--- config.mk ---
export PLATFORM = sky130hd
export DESIGN_NAME = ir_frame_pulse_encoder
export DESIGN_NICKNAME = d
export VERILOG_FILES = /design/src/ire_pkg.sv /design/src/ire_cfg.sv /design/src/ire_seq.sv /design/src/ire_obuf.sv /design/src/ir_frame_pulse_encoder.sv
export SDC_FILE = /design/constraint.sdc
export NUM_CORES = 1
export LEC_CHECK = 0
export ABC_AREA = 1
export BUFFER_PORTS_ARGS = -buffer_cell sky130_fd_sc_hd__buf_2
export CAP_MARGIN = 20
export CORE_MARGIN = 8
export CORE_UTILIZATION = 64
export CTS_CLUSTER_SIZE = 24
export DETAILED_ROUTE_END_ITERATION = 10
export GPL_TIMING_DRIVEN = 0
export PLACE_DENSITY = 0.89
export SLEW_MARGIN = 25
export SYNTH_ARGS = -nofsm -noshare
export SYNTH_HDL_FRONTEND = slang
export SYNTH_SLANG_ARGS = --single-unit
--- constraint.sdc ---
create_clock -name clk_i -period 4.27 [get_ports clk_i]
set_input_delay 0 -clock clk_i [delete_from_list [all_inputs] [get_ports clk_i]]
set_output_delay 0 -clock clk_i [all_outputs]
set_load 0.03 [all_outputs]
--- src/ire_pkg.sv ---
package ire_pkg;

  localparam int unsigned UnitW = 7;
  localparam int unsigned ByteW = 8;
  localparam int unsigned FrameW = 32;
  localparam int unsigned BitCntW = 6;
  localparam int unsigned CfgIdxW = 2;

  localparam logic [CfgIdxW-1:0] CFG_LEADER_MARK = 2'd0;
  localparam logic [CfgIdxW-1:0] CFG_LEADER_SPACE = 2'd1;
  localparam logic [CfgIdxW-1:0] CFG_GAP = 2'd2;

  localparam logic [UnitW-1:0] LEADER_MARK_RST = 7'd16;
  localparam logic [UnitW-1:0] LEADER_SPACE_RST = 7'd8;
  localparam logic [UnitW-1:0] GAP_RST = 7'd71;

  localparam logic func_tick = 1'b0;
  localparam logic func_send = 1'b1;

  typedef struct packed {
    logic [UnitW-1:0] leader_mark_units;
    logic [UnitW-1:0] leader_space_units;
    logic [UnitW-1:0] gap_units;
  } cfg_t;

  typedef struct packed {
    logic rejected;
    logic busy_res;
    logic carrier_on;
  } result_t;

endpackage

--- src/ire_cfg.sv ---
module ire_cfg (
  input  logic                        clk_i,
  input  logic                        rst_ni,
  input  logic                        cfg_we_i,
  input  logic [ire_pkg::CfgIdxW-1:0] cfg_index_i,
  input  logic [ire_pkg::UnitW-1:0]   cfg_wdata_i,
  output ire_pkg::cfg_t               cfg_o
);

  ire_pkg::cfg_t cfg_q;

  always_ff @(posedge clk_i or negedge rst_ni) begin
    if (!rst_ni) begin
      cfg_q.leader_mark_units <= ire_pkg::LEADER_MARK_RST;
      cfg_q.leader_space_units <= ire_pkg::LEADER_SPACE_RST;
      cfg_q.gap_units <= ire_pkg::GAP_RST;
    end else if (cfg_we_i) begin
      case (cfg_index_i)
        ire_pkg::CFG_LEADER_MARK: cfg_q.leader_mark_units <= cfg_wdata_i;
        ire_pkg::CFG_LEADER_SPACE: cfg_q.leader_space_units <= cfg_wdata_i;
        ire_pkg::CFG_GAP: cfg_q.gap_units <= cfg_wdata_i;
        default: ;
      endcase
    end
  end

  assign cfg_o = cfg_q;

endmodule

--- src/ire_seq.sv ---
module ire_seq (
  input  logic                      clk_i,
  input  logic                      rst_ni,
  input  logic                      accept_i,
  input  logic                      func_i,
  input  logic [ire_pkg::ByteW-1:0] address_i,
  input  logic [ire_pkg::ByteW-1:0] command_i,
  input  ire_pkg::cfg_t             cfg_i,
  output ire_pkg::result_t          result_o
);

  typedef enum logic [2:0] {
    PH_IDLE   = 3'd0,
    PH_LMARK  = 3'd1,
    PH_LSPACE = 3'd2,
    PH_BMARK  = 3'd3,
    PH_BSPACE = 3'd4,
    PH_STOP   = 3'd5,
    PH_GAP    = 3'd6
  } phase_e;

  phase_e                        phase_q, phase_d;
  logic [ire_pkg::UnitW-1:0]     unit_q, unit_d;
  logic [ire_pkg::FrameW-1:0]    frame_q, frame_d;
  logic [ire_pkg::BitCntW-1:0]   left_q, left_d;
  logic                          busy;
  logic                          done;
  logic [ire_pkg::UnitW-1:0]     unit_dec;
  logic [ire_pkg::BitCntW-1:0]   left_dec;
  ire_pkg::result_t              res;

  assign busy = phase_q inside {PH_LMARK, PH_LSPACE, PH_BMARK, PH_BSPACE, PH_STOP, PH_GAP};
  assign done = (unit_q <= ire_pkg::UnitW'(1));
  assign unit_dec = unit_q - ire_pkg::UnitW'(1);
  assign left_dec = left_q - ire_pkg::BitCntW'(1);

  always_comb begin
    phase_d = phase_q;
    unit_d = unit_q;
    frame_d = frame_q;
    left_d = left_q;
    res = '0;
    res.busy_res = busy;
    if (func_i == ire_pkg::func_send) begin
      res.busy_res = 1'b1;
      if (busy) begin
        res.rejected = 1'b1;
      end else begin
        frame_d = {~command_i, command_i, ~address_i, address_i};
        left_d = ire_pkg::BitCntW'(ire_pkg::FrameW);
        phase_d = PH_LMARK;
        unit_d = cfg_i.leader_mark_units;
      end
    end else begin
      case (phase_q)
        PH_LMARK: begin
          res.carrier_on = 1'b1;
          unit_d = done ? '0 : unit_dec;
          if (done) begin
            phase_d = PH_LSPACE;
            unit_d = cfg_i.leader_space_units;
          end
        end
        PH_LSPACE: begin
          unit_d = done ? '0 : unit_dec;
          if (done) begin
            phase_d = PH_BMARK;
            unit_d = ire_pkg::UnitW'(1);
          end
        end
        PH_BMARK: begin
          res.carrier_on = 1'b1;
          phase_d = PH_BSPACE;
          unit_d = frame_q[0] ? ire_pkg::UnitW'(3) : ire_pkg::UnitW'(1);
        end
        PH_BSPACE: begin
          unit_d = done ? '0 : unit_dec;
          if (done) begin
            frame_d = frame_q >> 1;
            left_d = left_dec;
            phase_d = (left_dec == '0) ? PH_STOP : PH_BMARK;
            unit_d = ire_pkg::UnitW'(1);
          end
        end
        PH_STOP: begin
          res.carrier_on = 1'b1;
          if (cfg_i.gap_units == '0) begin
            phase_d = PH_IDLE;
            unit_d = '0;
          end else begin
            phase_d = PH_GAP;
            unit_d = cfg_i.gap_units;
          end
        end
        PH_GAP: begin
          unit_d = done ? '0 : unit_dec;
          if (done) begin
            phase_d = PH_IDLE;
          end
        end
        default: begin
          phase_d = PH_IDLE;
        end
      endcase
    end
  end

  always_ff @(posedge clk_i or negedge rst_ni) begin
    if (!rst_ni) begin
      phase_q <= PH_IDLE;
      unit_q <= '0;
      frame_q <= '0;
      left_q <= '0;
    end else if (accept_i) begin
      phase_q <= phase_d;
      unit_q <= unit_d;
      frame_q <= frame_d;
      left_q <= left_d;
    end
  end

  assign result_o = res;

endmodule

--- src/ire_obuf.sv ---
module ire_obuf (
  input  logic             clk_i,
  input  logic             rst_ni,
  input  logic             push_i,
  input  ire_pkg::result_t push_data_i,
  output logic             ready_o,
  output logic             valid_o,
  input  logic             pop_ready_i,
  output ire_pkg::result_t data_o
);

  logic             main_valid_q;
  logic             skid_valid_q;
  ire_pkg::result_t main_q;
  ire_pkg::result_t skid_q;
  logic             pop;

  assign ready_o = !skid_valid_q;
  assign valid_o = main_valid_q;
  assign data_o = main_q;
  assign pop = main_valid_q && pop_ready_i;

  always_ff @(posedge clk_i or negedge rst_ni) begin
    if (!rst_ni) begin
      main_valid_q <= 1'b0;
      skid_valid_q <= 1'b0;
    end else if (pop) begin
      if (skid_valid_q) begin
        skid_valid_q <= 1'b0;
      end else begin
        main_valid_q <= push_i;
      end
    end else if (push_i) begin
      if (main_valid_q) begin
        skid_valid_q <= 1'b1;
      end else begin
        main_valid_q <= 1'b1;
      end
    end
  end

  always_ff @(posedge clk_i) begin
    if (pop) begin
      main_q <= skid_valid_q ? skid_q : push_data_i;
    end else if (push_i && !main_valid_q) begin
      main_q <= push_data_i;
    end
    if (push_i && main_valid_q && !pop) begin
      skid_q <= push_data_i;
    end
  end

endmodule

--- src/ir_frame_pulse_encoder.sv ---
// NEC-style infrared frame encoder. Send an item with tuser = 1 to start a frame of
// address, ~address, command, ~command (LSB first); every item with tuser = 0 is one
// 562.5us unit tick and returns the carrier enable for that unit. Every item returns
// exactly one result via a two-entry registered output buffer; a new item is accepted
// every cycle unless it is full. Leader and gap lengths go over the config port: the user
// must write them only while idle, as the block itself does not enforce this.
module ir_frame_pulse_encoder (
  input  logic                          clk_i,
  input  logic                          rst_ni,
  input  logic                          s_axis_tvalid,
  output logic                          s_axis_tready,
  input  logic [15:0]                   s_axis_tdata,  // address, command
  input  logic                          s_axis_tuser,  // func
  output logic                          m_axis_tvalid,
  input  logic                          m_axis_tready,
  output logic [7:0]                    m_axis_tdata,  // carrier_on, busy_res, rejected, 0s
  input  logic                          cfg_we_i,
  input  logic [ire_pkg::CfgIdxW-1:0]   cfg_index_i,
  input  logic [ire_pkg::UnitW-1:0]     cfg_wdata_i
);

  ire_pkg::cfg_t    cfg;
  ire_pkg::result_t result;
  ire_pkg::result_t out_res;
  logic             accept;

  assign accept = s_axis_tvalid && s_axis_tready;

  ire_cfg u_cfg (
    .clk_i       (clk_i),
    .rst_ni      (rst_ni),
    .cfg_we_i    (cfg_we_i),
    .cfg_index_i (cfg_index_i),
    .cfg_wdata_i (cfg_wdata_i),
    .cfg_o       (cfg)
  );

  ire_seq u_seq (
    .clk_i     (clk_i),
    .rst_ni    (rst_ni),
    .accept_i  (accept),
    .func_i    (s_axis_tuser),
    .address_i (s_axis_tdata[7:0]),
    .command_i (s_axis_tdata[15:8]),
    .cfg_i     (cfg),
    .result_o  (result)
  );

  ire_obuf u_obuf (
    .clk_i       (clk_i),
    .rst_ni      (rst_ni),
    .push_i      (accept),
    .push_data_i (result),
    .ready_o     (s_axis_tready),
    .valid_o     (m_axis_tvalid),
    .pop_ready_i (m_axis_tready),
    .data_o      (out_res)
  );

  assign m_axis_tdata = {5'b0, out_res.rejected, out_res.busy_res, out_res.carrier_on};

endmodule
==> Flow_metrics.wiki <==
{| class="wikitable"
! Metric !! Value
|-
| Count of antenna-violating nets left after detailed routing || 0
|-
| Cell taking the most area after synthesis || dfrtp_1
|-
| End point of the worst hold path || u_seq.frame_q[27]$_DFFE_PN0P_
|-
| Critical R2R Capture || u_seq.frame_q[25]$_DFFE_PN0P_
|-
| Fraction of power spent switching nets || a little over 40%
|-
| Final count of pins violating max slew || 0
|-
| Worst-case clock skew || 0.00756 ns
|-
| # rows || 29
|-
| Count of filler cells inserted in the layout || 413
|-
| Startpoint types || flop
|-
| Worst Hold Depth || 4
|-
| Cell types occupying the most area after synthesis || dfrtp_1 (38%), nand2_1 (17%), nand3_1 (7.0%)
|-
| Die extent in y || a little under 100 um
|-
| Register bit total from synthesis || 77
|-
| First-pass GRT wire length || 18.3 mm
|-
| Setup-violating endpoint count in the final report || 0
|-
| Worst endpoint data arrival time || 2.31 ns
|-
| Post-Syn Area || 4230 um^2
|-
| Worst slew margin relative to its limit || between 60% and 70%
|-
| Master of the slowest instance on the critical path || dfrtp_1
|-
| Psw || around 1300 uW
|-
| Buf/Inv on CP || 3
|-
| Internal power component || 1860 uW
|-
| Num Clock Sinks || 77
|-
| Most frequent cells in the layout || nand2_1 (196), dfrtp_1 (65), nand3_1 (59)
|-
| RD Place Congestion || 0.865
|-
| Largest voltage drop on the vdd net || 0.450 mV
|-
| Crit Path Category || reg2reg
|-
| Final cell area excluding filler cells || 5000 um^2
|-
| HPWL reported at the end of detailed placement || 7.18 mm
|-
| Clock group share of total power || 20.6%
|-
| Nets || 663
|-
| Logic depth of the worst register-to-register path || 11
|-
| Number of buffers inserted for hold repair after clock tree synthesis || 22
|-
| Kind of cell adding the most delay to the critical path || simple AND/OR/NAND/NOR gates
|-
| Start of the worst register-to-register path || u_seq.phase_q[0]$_DFFE_PN0P_
|-
| Initial Utilization || 66.3%
|-
| Number of library cell types mapped by synthesis || 31
|-
| Core Area || 6390 um^2
|-
| Crit path top cell by count || nand2_1
|-
| Clk Tree Root Cell || clkbuf_8
|-
| Commonest non-fill, non-tap cell in the layout || nand2_1
|-
| Tot GR Track Use || 23.1%
|-
| Placed cell areas || between 4000 and 5000 um^2
|-
| Via density per instance || 5.74
|-
| TritonCTS clock tree || yes
|-
| Kind of end point of the critical path || flop
|-
| Number of buffers between clock root and the deepest sink || 2
|-
| DRC violation count after routing || 0
|-
| Post-cts sizing count || 0
|-
| Largest net degree at the start of global routing || 56
|-
| Die width || approximately 97 um
|-
| Full die area || 9470 um^2
|-
| Power density of the placed cells || 633 nW/um^2
|-
| RSZ-0062 raised after global routing || no
|-
| Crit path setup slack, layout || between 2 and 2.5 ns
|-
| Total grt overflow || 0
|-
| Drt first pass iters || 7
|-
| Number of global-route vias before repair || around 4,000
|-
| Total number of vias || approximately 4,100
|-
| I/O pin count || 41
|-
| Post-placement setup slack || 2.31 ns
|-
| Post-route minimum period || between 2 and 2.5 ns
|-
| Flop2flop setup slack || 2.20 ns
|-
| Max cap viols || 0
|-
| Total Wirelength || 11.0 mm
|-
| Warning count from the yosys run || 0
|-
| Final TNS setup || 0 ns
|-
| Yosys top cell area share || 38.4%
|-
| Result of the run || finished, final reports clean
|-
| Largest fanout of any net on the critical path || 10
|-
| Utilization after layout || 78.4%
|-
| Worst-skew pair later-pin latency || 0.35 ns
|-
| Layout-stage area growth over the synthesis result || 18.2%
|-
| Mean Syn Cell Area || 7.61 um^2
|-
| Pleak || between 0.002 and 0.003 uW
|-
| Number of H-tree levels || 3
|-
| Part of the total power dissipated in combinational logic || 41.7%
|-
| CTS Buf Count || 9
|-
| Hold/Removal Path Class || in2reg
|-
| List of cells traversed by the critical path || inv_2, nor2_1, nand2_1, nand2_1, inv_1, nand2_2, o21ai_4, nand2_4, buf_6, nand2_1, o21ai_2
|-
| Worst path max stage delay || 0.44 ns
|-
| Drt wl/cell || 15.5 um
|-
| Endpoints failing hold || 0
|-
| Max Fclk || 0.482 GHz
|-
| Clock-pin slew of the registers on the worst-case setup and hold paths || around 0.08 ns
|-
| Required time worst endpoint || 4.51 ns
|-
| Share of layout cells above drive strength 1 || 17.7%
|-
| Proportion of power drawn by flip-flops and latches || 37.7%
|-
| Share of the clock period used by the worst path || 48.6%
|-
| Iteration-0 DRC count of the detailed router || about 370
|-
| Beginning of the worst hold path || s_axis_tdata[11]
|-
| Part of the Yosys area used for sequential elements || between 40% and 50%
|-
| Number of cells produced by synthesis || between 500 and 600
|-
| Slew at the pin with the worst max-slew slack || 0.546 ns
|-
| Count of port buffers added during placement || 34
|-
| Number of antenna violations at the first check in global routing || 2
|-
| Setup Fix Bufs, Post-CTS || 0
|}
==> metrics by stage <==
step	hold WS (ns)	instances	total power, uW
6_report	0.0145	712	3170
5_1_grt	0.0255	712	3380
4_1_cts	0.00115	710	3140
3_5_place_dp	-0.112	672	2460
3_3_place_gp	0.261	671	2380
2_1_floorplan	-0.296	560	2150
==> state kept, by name, summed over array words and instances (netlist names) <==
signal	flops
u_seq.left_q	6
u_obuf.skid_valid_q	1
u_obuf.skid_q	3
u_seq.frame_q	32
u_obuf.data_o	3
u_seq.phase_q	3
u_obuf.valid_o	1
u_seq.unit_q	7
u_cfg.cfg_o	21
==> worst register-to-register path, delay by kind of cell, from the launching register on <==
kind / cells / cell delay (ns)
DFF: 1 / 0.44
and+or+nand+nor: 6 / 0.73
AOI/OAI and AO/OA: 2 / 0.38
buffers and inverters: 3 / 0.42
==> cell type report <==
type                            instances  area [um^2]  share of cell area (%)
Inverter                               52          195                    3.90
Antenna cell                            2         5.00                   0.100
Buffer                                 27          178                    3.55
Multi-Input combinational cell        404         1910                    38.2
Clock inverter                          5         82.6                    1.65
Timing Repair Buffer                   57          420                    8.40
Tap cell                               77         96.3                    1.93
Clock buffer                           11          153                    3.05
Sequential cell                        77         1960                    39.3
==> worst max-delay path by stage <==
stage	endpoint	depth (start not counted)	from	slack, ns
2_1_floorplan	u_seq.unit_q[0]$_DFFE_PN0P_	9	u_seq.unit_q[0]$_DFFE_PN0P_	2.62
3_3_place_gp	u_seq.frame_q[0]$_DFFE_PN0P_	9	u_seq.unit_q[3]$_DFFE_PN0P_	2.38
3_5_place_dp	u_seq.frame_q[0]$_DFFE_PN0P_	11	u_seq.phase_q[0]$_DFFE_PN0P_	2.31
4_1_cts	u_seq.frame_q[25]$_DFFE_PN0P_	11	u_seq.phase_q[0]$_DFFE_PN0P_	2.27
5_1_grt	u_seq.frame_q[25]$_DFFE_PN0P_	11	u_seq.phase_q[0]$_DFFE_PN0P_	2.05
6_report	u_seq.frame_q[25]$_DFFE_PN0P_	11	u_seq.phase_q[0]$_DFFE_PN0P_	2.20
==> synthesized netlist by cell type <==
master and n:
buf_2 4, nor2_2 5, buf_6 6, nand2_4 1, o21ai_4 1, a21oi_2 1, o22ai_1 1, nand4_1 5
inv_2 1, edfxtp_1 6, ha_1 4, nor2_1 36, nand3b_1 2, mux2_2 1, buf_4 7, dfstp_2 6
nand2_2 1, or2_2 6, dfrtp_1 65, buf_1 2, a21oi_1 4, o21ai_2 22, clkbuf_1 8, nand2_1 196
xnor2_1 2, xor2_1 1, conb_1 1, o21ai_0 49, o21bai_1 2, nand3_1 59, inv_1 51
==> cells by family (layout without fill, tap and decap cells) <==
kind of cell	after synthesis	count (layout)	synth area share [%]
AOI/OAI and AO/OA	80	80	11.9
other	1	7	0.0886
muxes	1	1	0.266
xor gates and xnor gates	3	3	0.621
buffers and inverters	79	152	8.81
and+or+nand+nor	311	311	30.7
DFF	77	77	46.4
adders and majority gates	4	4	1.18
==> layer usage <==
layer / wire (um) / global-route usage (%) / up-vias
met5: 0 / 0 / -
met4: 338 / 11.5 / 0
met3: 868 / 6.19 / 40
met2: 5400 / 37.3 / 234
met1: 4430 / 27.9 / 1898
li1: - / - / 1913
==> power groups by stage <==
stage / clock (uW) / sequential, uW / combinational [uW]
after floorplan: 0 / 1190 / 967
after global placement: 0 / 1180 / 1190
after detailed placement: 0 / 1200 / 1260
after CTS: 650 / 1190 / 1300
after global routing: 677 / 1220 / 1480
final: 651 / 1190 / 1320
Note: power is estimated with default switching activity, not from simulation.
